[src/hw/rtl/i2rd_pkg.sv]
// i2rd_pkg: widths, state type, controller/datapath command and status words,
// shift and digit alphabet functions for the integer to radix digits block
// no dependencies
package i2rd_pkg;

   localparam int VALUE_W         = 31;
   localparam int RADIX_W         = 7;
   localparam int CHAR_W          = 7;
   localparam int DIGIT_W         = 6;
   localparam int MAX_DIGITS      = 31;
   localparam int IDX_W           = $clog2(MAX_DIGITS);
   localparam int WORK_W          = 32;
   localparam int STEPS_PER_CYCLE = 8;
   localparam int CHUNKS          = WORK_W / STEPS_PER_CYCLE;
   localparam int CHUNK_W         = $clog2(CHUNKS);
   localparam int DIV_W           = 4;
   localparam int REM_W           = DIV_W + 1;
   localparam int SHIFT_W         = 3;

   localparam logic [RADIX_W-1:0] RESET_RADIX = 7'd10;

   // ascii anchors of the digit alphabet
   localparam logic [CHAR_W-1:0] ASCII_ZERO  = 7'h30;
   localparam logic [CHAR_W-1:0] ASCII_UPPER = 7'h41;
   localparam logic [CHAR_W-1:0] ASCII_LOWER = 7'h61;
   localparam logic [CHAR_W-1:0] ASCII_PLUS  = 7'h2B;
   localparam logic [CHAR_W-1:0] ASCII_SLASH = 7'h2F;

   typedef enum logic [2:0] {
      ST_IDLE,
      ST_CONV,
      ST_PREP,
      ST_EMIT,
      ST_BAD,
      ST_EMPTY
   } state_type;

   typedef struct packed {
      logic load;
      logic conv_step;
      logic prep_read;
      logic emit_step;
      logic show_digit;
      logic show_bad;
      logic show_empty;
   } dp_cmd_type;

   typedef struct packed {
      logic radix_bad;
      logic value_zero;
      logic digit_done;
      logic last_ptr;
   } dp_status_type;

   function automatic logic [SHIFT_W-1:0] shift_amount(input logic [RADIX_W-1:0] radix);
      logic [SHIFT_W-1:0] sh;
      case (radix)
         7'd2:    sh = 3'd1;
         7'd4:    sh = 3'd2;
         7'd8:    sh = 3'd3;
         7'd16:   sh = 3'd4;
         7'd64:   sh = 3'd6;
         default: sh = 3'd0;
      endcase
      return sh;
   endfunction

   function automatic logic [CHAR_W-1:0] digit_to_ascii(input logic [DIGIT_W-1:0] d);
      logic [CHAR_W-1:0] dx;
      logic [CHAR_W-1:0] ch;
      dx = {{(CHAR_W-DIGIT_W){1'b0}}, d};
      case (d) inside
         [6'd0:6'd9]:   ch = ASCII_ZERO + dx;
         [6'd10:6'd35]: ch = ASCII_UPPER + dx - 7'd10;
         [6'd36:6'd61]: ch = ASCII_LOWER + dx - 7'd36;
         6'd62:         ch = ASCII_PLUS;
         6'd63:         ch = ASCII_SLASH;
         default:       ch = '0;
      endcase
      return ch;
   endfunction

endpackage

[src/hw/rtl/i2rd_datapath.sv]
// i2rd_datapath: radix register, digit extraction (mask/shift or 8 bit per
// cycle long division), digit store memory and readback
// depends on i2rd_pkg
module i2rd_datapath
   import i2rd_pkg::*;
(
   input  logic                 clock,
   input  logic                 reset,
   input  logic                 csr_wr_en,
   input  logic [RADIX_W-1:0]   csr_wr_data,
   input  logic [VALUE_W-1:0]   req_value,
   input  dp_cmd_type           cmd,
   output dp_status_type        status,
   output logic [CHAR_W-1:0]    rsp_digit_char,
   output logic                 rsp_last_digit,
   output logic                 rsp_bad_radix,
   output logic                 rsp_no_digits
);

   logic [RADIX_W-1:0] radix_ff, radix_in;
   logic [WORK_W-1:0]  work_ff, work_in;
   logic [DIV_W-1:0]   rem_ff, rem_in;
   logic [CHUNK_W-1:0] chunk_ff, chunk_in;
   logic [IDX_W-1:0]   count_ff, count_in;
   logic [IDX_W-1:0]   emit_ptr_ff, emit_ptr_in;
   logic [DIGIT_W-1:0] rd_data_ff;

   logic [DIGIT_W-1:0] digit_mem [MAX_DIGITS];

   logic [SHIFT_W-1:0] sh;
   logic               use_shift;
   logic [DIGIT_W-1:0] mask;
   logic [DIGIT_W-1:0] shift_digit;
   logic [WORK_W-1:0]  shift_work;
   logic [REM_W-1:0]   divisor;
   logic [REM_W-1:0]   r;
   logic [WORK_W-1:0]  w;
   logic [WORK_W-1:0]  div_work;
   logic [DIV_W-1:0]   div_rem;
   logic               last_chunk;
   logic [DIGIT_W-1:0] step_digit;
   logic               step_write;
   logic [WORK_W-1:0]  next_work;
   logic               count_limit;
   logic [IDX_W-1:0]   rd_addr;
   logic               rd_en;

   // radix decode
   assign sh        = shift_amount(radix_ff);
   assign use_shift = (sh != '0);
   assign status.radix_bad = !use_shift && !((radix_ff > 7'd2) && (radix_ff < 7'd16));
   assign status.value_zero = (req_value == '0);

   // power of two bases
   assign mask        = radix_ff[DIGIT_W-1:0] - 6'd1;
   assign shift_digit = work_ff[DIGIT_W-1:0] & mask;
   assign shift_work  = work_ff >> sh;

   // long division, STEPS_PER_CYCLE quotient bits per cycle
   assign divisor = {1'b0, radix_ff[DIV_W-1:0]};
   always_comb begin
      r = {1'b0, rem_ff};
      w = work_ff;
      for (int i = 0; i < STEPS_PER_CYCLE; i++) begin
         r = {r[DIV_W-1:0], w[WORK_W-1]};
         w = {w[WORK_W-2:0], 1'b0};
         if (r >= divisor) begin
            r    = r - divisor;
            w[0] = 1'b1;
         end
      end
      div_work = w;
      div_rem  = r[DIV_W-1:0];
   end

   assign last_chunk  = (chunk_ff == CHUNK_W'(CHUNKS - 1));
   assign step_digit  = use_shift ? shift_digit : {{(DIGIT_W-DIV_W){1'b0}}, div_rem};
   assign step_write  = cmd.conv_step && (use_shift || last_chunk);
   assign next_work   = use_shift ? shift_work : div_work;
   assign count_limit = (count_ff == IDX_W'(MAX_DIGITS - 1));
   assign status.digit_done = step_write && ((next_work == '0) || count_limit);
   assign status.last_ptr   = (emit_ptr_ff == '0);

   always_comb begin
      radix_in    = radix_ff;
      work_in     = work_ff;
      rem_in      = rem_ff;
      chunk_in    = chunk_ff;
      count_in    = count_ff;
      emit_ptr_in = emit_ptr_ff;
      if (csr_wr_en) begin
         radix_in = csr_wr_data;
      end
      if (cmd.load) begin
         work_in  = WORK_W'(req_value);
         rem_in   = '0;
         chunk_in = '0;
         count_in = '0;
      end else if (cmd.conv_step) begin
         work_in = next_work;
         if (!use_shift) begin
            rem_in   = last_chunk ? '0 : div_rem;
            chunk_in = last_chunk ? '0 : chunk_ff + 1'b1;
         end
         if (step_write) begin
            count_in = count_ff + 1'b1;
         end
      end
      if (cmd.prep_read) begin
         emit_ptr_in = count_ff - 1'b1;
      end else if (cmd.emit_step) begin
         emit_ptr_in = emit_ptr_ff - 1'b1;
      end
   end

   always_ff @(posedge clock) begin
      if (reset) begin
         radix_ff    <= RESET_RADIX;
         chunk_ff    <= '0;
         count_ff    <= '0;
         emit_ptr_ff <= '0;
      end else begin
         radix_ff    <= radix_in;
         chunk_ff    <= chunk_in;
         count_ff    <= count_in;
         emit_ptr_ff <= emit_ptr_in;
      end
   end

   always_ff @(posedge clock) begin
      work_ff <= work_in;
      rem_ff  <= rem_in;
   end

   // digit store, least significant digit first
   assign rd_addr = cmd.prep_read ? (count_ff - 1'b1) : (emit_ptr_ff - 1'b1);
   assign rd_en   = cmd.prep_read || (cmd.emit_step && !status.last_ptr);

   always_ff @(posedge clock) begin
      if (step_write) begin
         digit_mem[count_ff] <= step_digit;
      end
   end

   always_ff @(posedge clock) begin
      if (rd_en) begin
         rd_data_ff <= digit_mem[rd_addr];
      end
   end

   assign rsp_digit_char = cmd.show_digit ? digit_to_ascii(rd_data_ff) : '0;
   assign rsp_last_digit = cmd.show_bad || cmd.show_empty ||
                           (cmd.show_digit && status.last_ptr);
   assign rsp_bad_radix  = cmd.show_bad;
   assign rsp_no_digits  = cmd.show_empty;

endmodule

[src/hw/rtl/i2rd_ctrl.sv]
// i2rd_ctrl: sequencing state machine for conversion and digit readback
// depends on i2rd_pkg
module i2rd_ctrl
   import i2rd_pkg::*;
(
   input  logic          clock,
   input  logic          reset,
   input  logic          start,
   input  dp_status_type status,
   output dp_cmd_type    cmd,
   output logic          busy,
   output logic          rsp_strobe
);

   state_type state_ff, state_in;

   always_ff @(posedge clock) begin
      if (reset) begin
         state_ff <= ST_IDLE;
      end else begin
         state_ff <= state_in;
      end
   end

   always_comb begin
      state_in = state_ff;
      cmd      = '0;
      case (state_ff)
         ST_IDLE: begin
            if (start) begin
               if (status.radix_bad) begin
                  state_in = ST_BAD;
               end else begin
                  cmd.load = 1'b1;
                  state_in = status.value_zero ? ST_EMPTY : ST_CONV;
               end
            end
         end
         ST_CONV: begin
            cmd.conv_step = 1'b1;
            if (status.digit_done) begin
               state_in = ST_PREP;
            end
         end
         ST_PREP: begin
            cmd.prep_read = 1'b1;
            state_in      = ST_EMIT;
         end
         ST_EMIT: begin
            cmd.emit_step  = 1'b1;
            cmd.show_digit = 1'b1;
            if (status.last_ptr) begin
               state_in = ST_IDLE;
            end
         end
         ST_BAD: begin
            cmd.show_bad = 1'b1;
            state_in     = ST_IDLE;
         end
         ST_EMPTY: begin
            cmd.show_empty = 1'b1;
            state_in       = ST_IDLE;
         end
         default: begin
            state_in = ST_IDLE;
         end
      endcase
   end

   assign busy       = (state_ff != ST_IDLE);
   assign rsp_strobe = cmd.show_digit || cmd.show_bad || cmd.show_empty;

   a_one_kind: assert property (@(posedge clock) disable iff (reset)
      $onehot0({cmd.show_digit, cmd.show_bad, cmd.show_empty}))
      else $error("more than one result kind shown");

   a_start_leaves_idle: assert property (@(posedge clock) disable iff (reset)
      (state_ff == ST_IDLE && start) |=> (state_ff != ST_IDLE))
      else $error("accepted word did not start work");

   a_last_ends: assert property (@(posedge clock) disable iff (reset)
      (state_ff == ST_EMIT && status.last_ptr) |=> (state_ff == ST_IDLE))
      else $error("readback did not stop after last digit");

   a_prep_to_emit: assert property (@(posedge clock) disable iff (reset)
      (state_ff == ST_PREP) |=> (state_ff == ST_EMIT && rsp_strobe))
      else $error("digit readback did not follow prefetch");

endmodule

[src/hw/rtl/integer_to_radix_digits.sv]
// integer_to_radix_digits: one word in, its digits out as ascii, msd first
// per word: a conversion pass (mask/shift for bases 2, 4, 8, 16, 64, or
// 8 bit per cycle long division for bases 3 to 15), a prefetch, then the
// digit readback; bad radix or zero value give one result in the next cycle
// first digit appears after the conversion pass; results cannot be stalled
// synchronous active high reset: idle, radix 10, digit count 0
module integer_to_radix_digits
   import i2rd_pkg::*;
(
   input  logic                clock,
   input  logic                reset,
   // configuration: radix register
   input  logic                csr_wr_en,
   input  logic [RADIX_W-1:0]  csr_wr_data,
   // request word
   input  logic                start,
   output logic                busy,
   input  logic [VALUE_W-1:0]  req_value,
   // result words, one cycle each
   output logic                rsp_strobe,
   output logic [CHAR_W-1:0]   rsp_digit_char,
   output logic                rsp_last_digit,
   output logic                rsp_bad_radix,
   output logic                rsp_no_digits
);

   // command and status words between sequencer and datapath
   dp_cmd_type    cmd;
   dp_status_type status;

   // sequencer: idle, conversion pass, prefetch, digit readback,
   // or a single flag result for bad radix / zero value
   i2rd_ctrl u_ctrl (
      .clock      (clock),
      .reset      (reset),
      .start      (start),
      .status     (status),
      .cmd        (cmd),
      .busy       (busy),
      .rsp_strobe (rsp_strobe)
   );

   // datapath: radix register, digit extraction, digit store, ascii map
   i2rd_datapath u_datapath (
      .clock          (clock),
      .reset          (reset),
      .csr_wr_en      (csr_wr_en),
      .csr_wr_data    (csr_wr_data),
      .req_value      (req_value),
      .cmd            (cmd),
      .status         (status),
      .rsp_digit_char (rsp_digit_char),
      .rsp_last_digit (rsp_last_digit),
      .rsp_bad_radix  (rsp_bad_radix),
      .rsp_no_digits  (rsp_no_digits)
   );

endmodule
[config.mk]
export PLATFORM = sky130hd
export DESIGN_NAME = integer_to_radix_digits
export DESIGN_NICKNAME = d
export VERILOG_FILES = /design/src/hw/rtl/i2rd_pkg.sv /design/src/hw/rtl/i2rd_datapath.sv /design/src/hw/rtl/i2rd_ctrl.sv /design/src/hw/rtl/integer_to_radix_digits.sv
export SDC_FILE = /design/constraint.sdc
export NUM_CORES = 1
export LEC_CHECK = 0
export ABC_CLOCK_PERIOD_IN_PS = 45100
export BUFFER_PORTS_ARGS = -buffer_cell sky130_fd_sc_hd__buf_4
export CORE_MARGIN = 1.5
export CORE_UTILIZATION = 60
export CTS_CLUSTER_DIAMETER = 100
export DETAILED_ROUTE_END_ITERATION = 16
export GPL_TIMING_DRIVEN = 0
export PLACE_DENSITY = 0.86
export SLEW_MARGIN = 20
export SYNTH_ARGS = -nofsm -noshare
export SYNTH_HDL_FRONTEND = slang
export SYNTH_SLANG_ARGS = --single-unit
[constraint.sdc]
create_clock -name clock -period 45.1 [get_ports clock]
set_clock_uncertainty 0.15 [all_clocks]
set_input_delay 2.255 -clock clock [delete_from_list [all_inputs] [get_ports clock]]
set_output_delay 2.255 -clock clock [all_outputs]
set_load 0.01 [all_outputs]
==> results.md <==
* Synth Warn # at 0
* WL final at ~41 mm
* First-pass GRT wire length at approximately 61 mm
* Utilization after layout at 0.686
* EDFF count, synth at roughly 220
* Resized Gates After CTS at 0
* Core ar. at about 0.024 mm²
* Sequential share of the synthesized area at 0.499
* Bufs on Longest Clock Path at 3
* Outcome: finished, final reports clean
* Chip width at between 150 and 200 µm
* Wire length per cell at 25.0 µm
* Fill cells at between 1500 and 2000
* RSZ-0062 raised after global routing: no
* CTS Root Cell: clkbuf_16
* Cts bufs inserted at 26
* CP startpoint kind: register
* Final Max Tran Viols at 0
* Area contributors post-synth: edfxtp_1 46%, mux4_2 6.5%, mux2i_1 5.4%
* Yosys reg bits at 250
* Crit path top cell by count: ha_1
* Diode count at 0
* Total negative slack at 0 ns
* Finished Cell Area at around 0.016 mm²
* Die ar. at 0.0251 mm²
* Crit path time final at approximately 18 ns
* Detailed Place HPWL at 27.8 mm
* Router iterations before antenna repair at 6
* H-tree depth at 1
* Tcrit/Tclk final at 0.401
* Synth Net Count at ~1300
* Drc violations at 0
* Num rows at 56
* Hold Violations, Final at 0
* Routed Antenna Nets at 0
* Initial DRC Count at between 1500 and 2000
* Worst path slowest cell: dfxtp_1
* I/O Buffers at 52
* Placer Congestion at around 0.98
* R2R cell count at 62
* Share of flip-flops with an asynchronous set or reset at 0
* Cts hold-fix bufs at 0
* CP max FO at 18
* TritonCTS clock tree: done
* Relative slew slack at 0.280
* DR vias/cell at between 6 and 7
* # IOs at 54
* Setup repair bufs after CTS at 0
* Worst slew pin tran at 1.08 ns
* Worst EP arrival at 18.32 ns
* Cell accounting for the most synthesized area: edfxtp_1
* Height of the die at 158 µm
* Antenna violations before repair at 0
* DP Area at between 0.015 and 0.02 mm²
* Mapped Cells at around 1200
* Commonest non-fill, non-tap cells in the layout: 223 x edfxtp_1, 124 x nor2_1, 110 x nand2_1, 78 x mux2i_1, 75 x a21oi_1
* Starting density of the core at 0.614
* Global route overflow at 0
* Synth Flop Type: edfxtp_1
* DR vias at about 11000
* Fmax at around 55 MHz
* Multi-input gate area at ~0.0069 mm²
* # clock sinks at 250
* GRT Total Usage at 0.328
* Clock slew at reported path FFs at around 0.06 ns
* CP endpoint kind: register
* Clk_lat worst skew at 0.54 ns
* CP max stage delay at approximately 0.85 ns
* Vias in the first global route at between 10000 and 15000
* Hold Crit Class: register to register
* Avg Inst Size Synth at between 10 and 15 µm²
* Sequential cell area at roughly 0.0072 mm²
* Share of layout cells above drive strength 1 at 0.158
* Final setup fails at 0
* Commonest non-fill, non-tap cell in the layout: edfxtp_1
* Hold Path Cell Cnt at 2
* Setup CP Type: register to register
* Worst Path Required at approximately 45 ns
* P&R area growth vs syn at 11.8%
* Post-synth cell types at 96
* Area of the mapped netlist at around 0.014 mm²
* NumNets Final at 1405
* Top cell type's share of synthesized area at 0.462
* Largest net degree at the start of global routing at 32
* Hold WS at between 0.3 and 0.4 ns
* Max_cap viols at 0
## synthesized netlist by cell type (9+ instances only)
cell type,instances
mux4_2,42
nand4_1,12
nor2_1,124
nand2_1,111
clkbuf_1,39
edfxtp_1,223
nand3_1,28
buf_2,10
a21o_1,12
o21ai_0,49
nand2b_1,10
o22ai_1,15
and3_1,10
xnor2_1,17
a21oi_1,76
mux2i_1,78
ha_1,49
xor2_1,13
inv_1,41
nand3b_1,10
o21a_1,10
nor4_1,12
dfxtp_1,27
nor3_1,12
a31oi_1,9
a221oi_1,18
## flip-flops by register name, summed over array words and instances (netlist names)
name	flops
u_datapath.count_ff	5
u_datapath.work_ff	32
u_datapath.emit_ptr_ff	5
u_datapath.rd_data_ff	6
u_datapath.radix_ff	7
u_ctrl.state_ff	3
u_datapath.rem_ff	4
u_datapath.chunk_ff	2
u_datapath.digit_mem	186
## through the flow
step | setup WS (ns) | cells
2_1_floorplan | 29.48 | 1225
3_3_place_gp | 25.61 | 1596
3_5_place_dp | 27.45 | 1597
4_1_cts | 27.32 | 1644
5_1_grt | 26.12 | 1644
6_report | 27.00 | 1644
## metal layers
metal / track usage / wire [µm] / part of all wire / up-vias
li1: - / - / - / 4864
met1: 0.447 / 15700 / 0.38 / 5394
met2: 0.506 / 18200 / 0.44 / 855
met3: 0.0885 / 5330 / 0.13 / 172
met4: 0.119 / 1850 / 0.045 / 0
met5: 0 / 0 / 0 / -
## critical path: cells and delay by family, from the launching register on
kind	cells	cell delay [ns]
AOI/OAI and AO/OA	30	7.68
muxes	5	1.70
DFF	1	0.85
buffers and inverters	4	1.11
and+or+nand+nor	15	3.83
adders and majority gates	8	2.62
## layout make-up
type                            count  share of cell area
Multi-Input combinational cell    876               0.425
Inverter                           41             0.00950
Tap cell                          319              0.0246
Buffer                             58              0.0165
Clock inverter                     15             0.00896
Timing Repair Buffer               53              0.0250
Sequential cell                   250               0.447
Clock buffer                       32              0.0435
## final timing paths
kind                                                from                                      to  slack, ns
setup reg to reg     u_datapath.radix_ff[1]$_SDFFE_PP1P_    u_datapath.digit_mem[0][2]$_DFFE_PP_      27.00
hold / removal    u_datapath.emit_ptr_ff[3]$_SDFFE_PP0P_  u_datapath.emit_ptr_ff[3]$_SDFFE_PP0P_       0.35
setup / recovery     u_datapath.radix_ff[1]$_SDFFE_PP1P_    u_datapath.digit_mem[0][2]$_DFFE_PP_      27.00
hold reg to reg   u_datapath.emit_ptr_ff[3]$_SDFFE_PP0P_  u_datapath.emit_ptr_ff[3]$_SDFFE_PP0P_       0.35
## cells by family after synthesis
logic type / count (synthesis) / share of synthesized area
and+or+nand+nor: 379 / 0.129
AOI/OAI and AO/OA: 275 / 0.137
DFF: 250 / 0.499
muxes: 135 / 0.134
buffers and inverters: 99 / 0.0291
adders and majority gates: 57 / 0.0533
xor gates and xnor gates: 30 / 0.0181
Power is not shown: default switching activity piles up to over one toggle a cycle in this logic, so the estimate is an artifact.
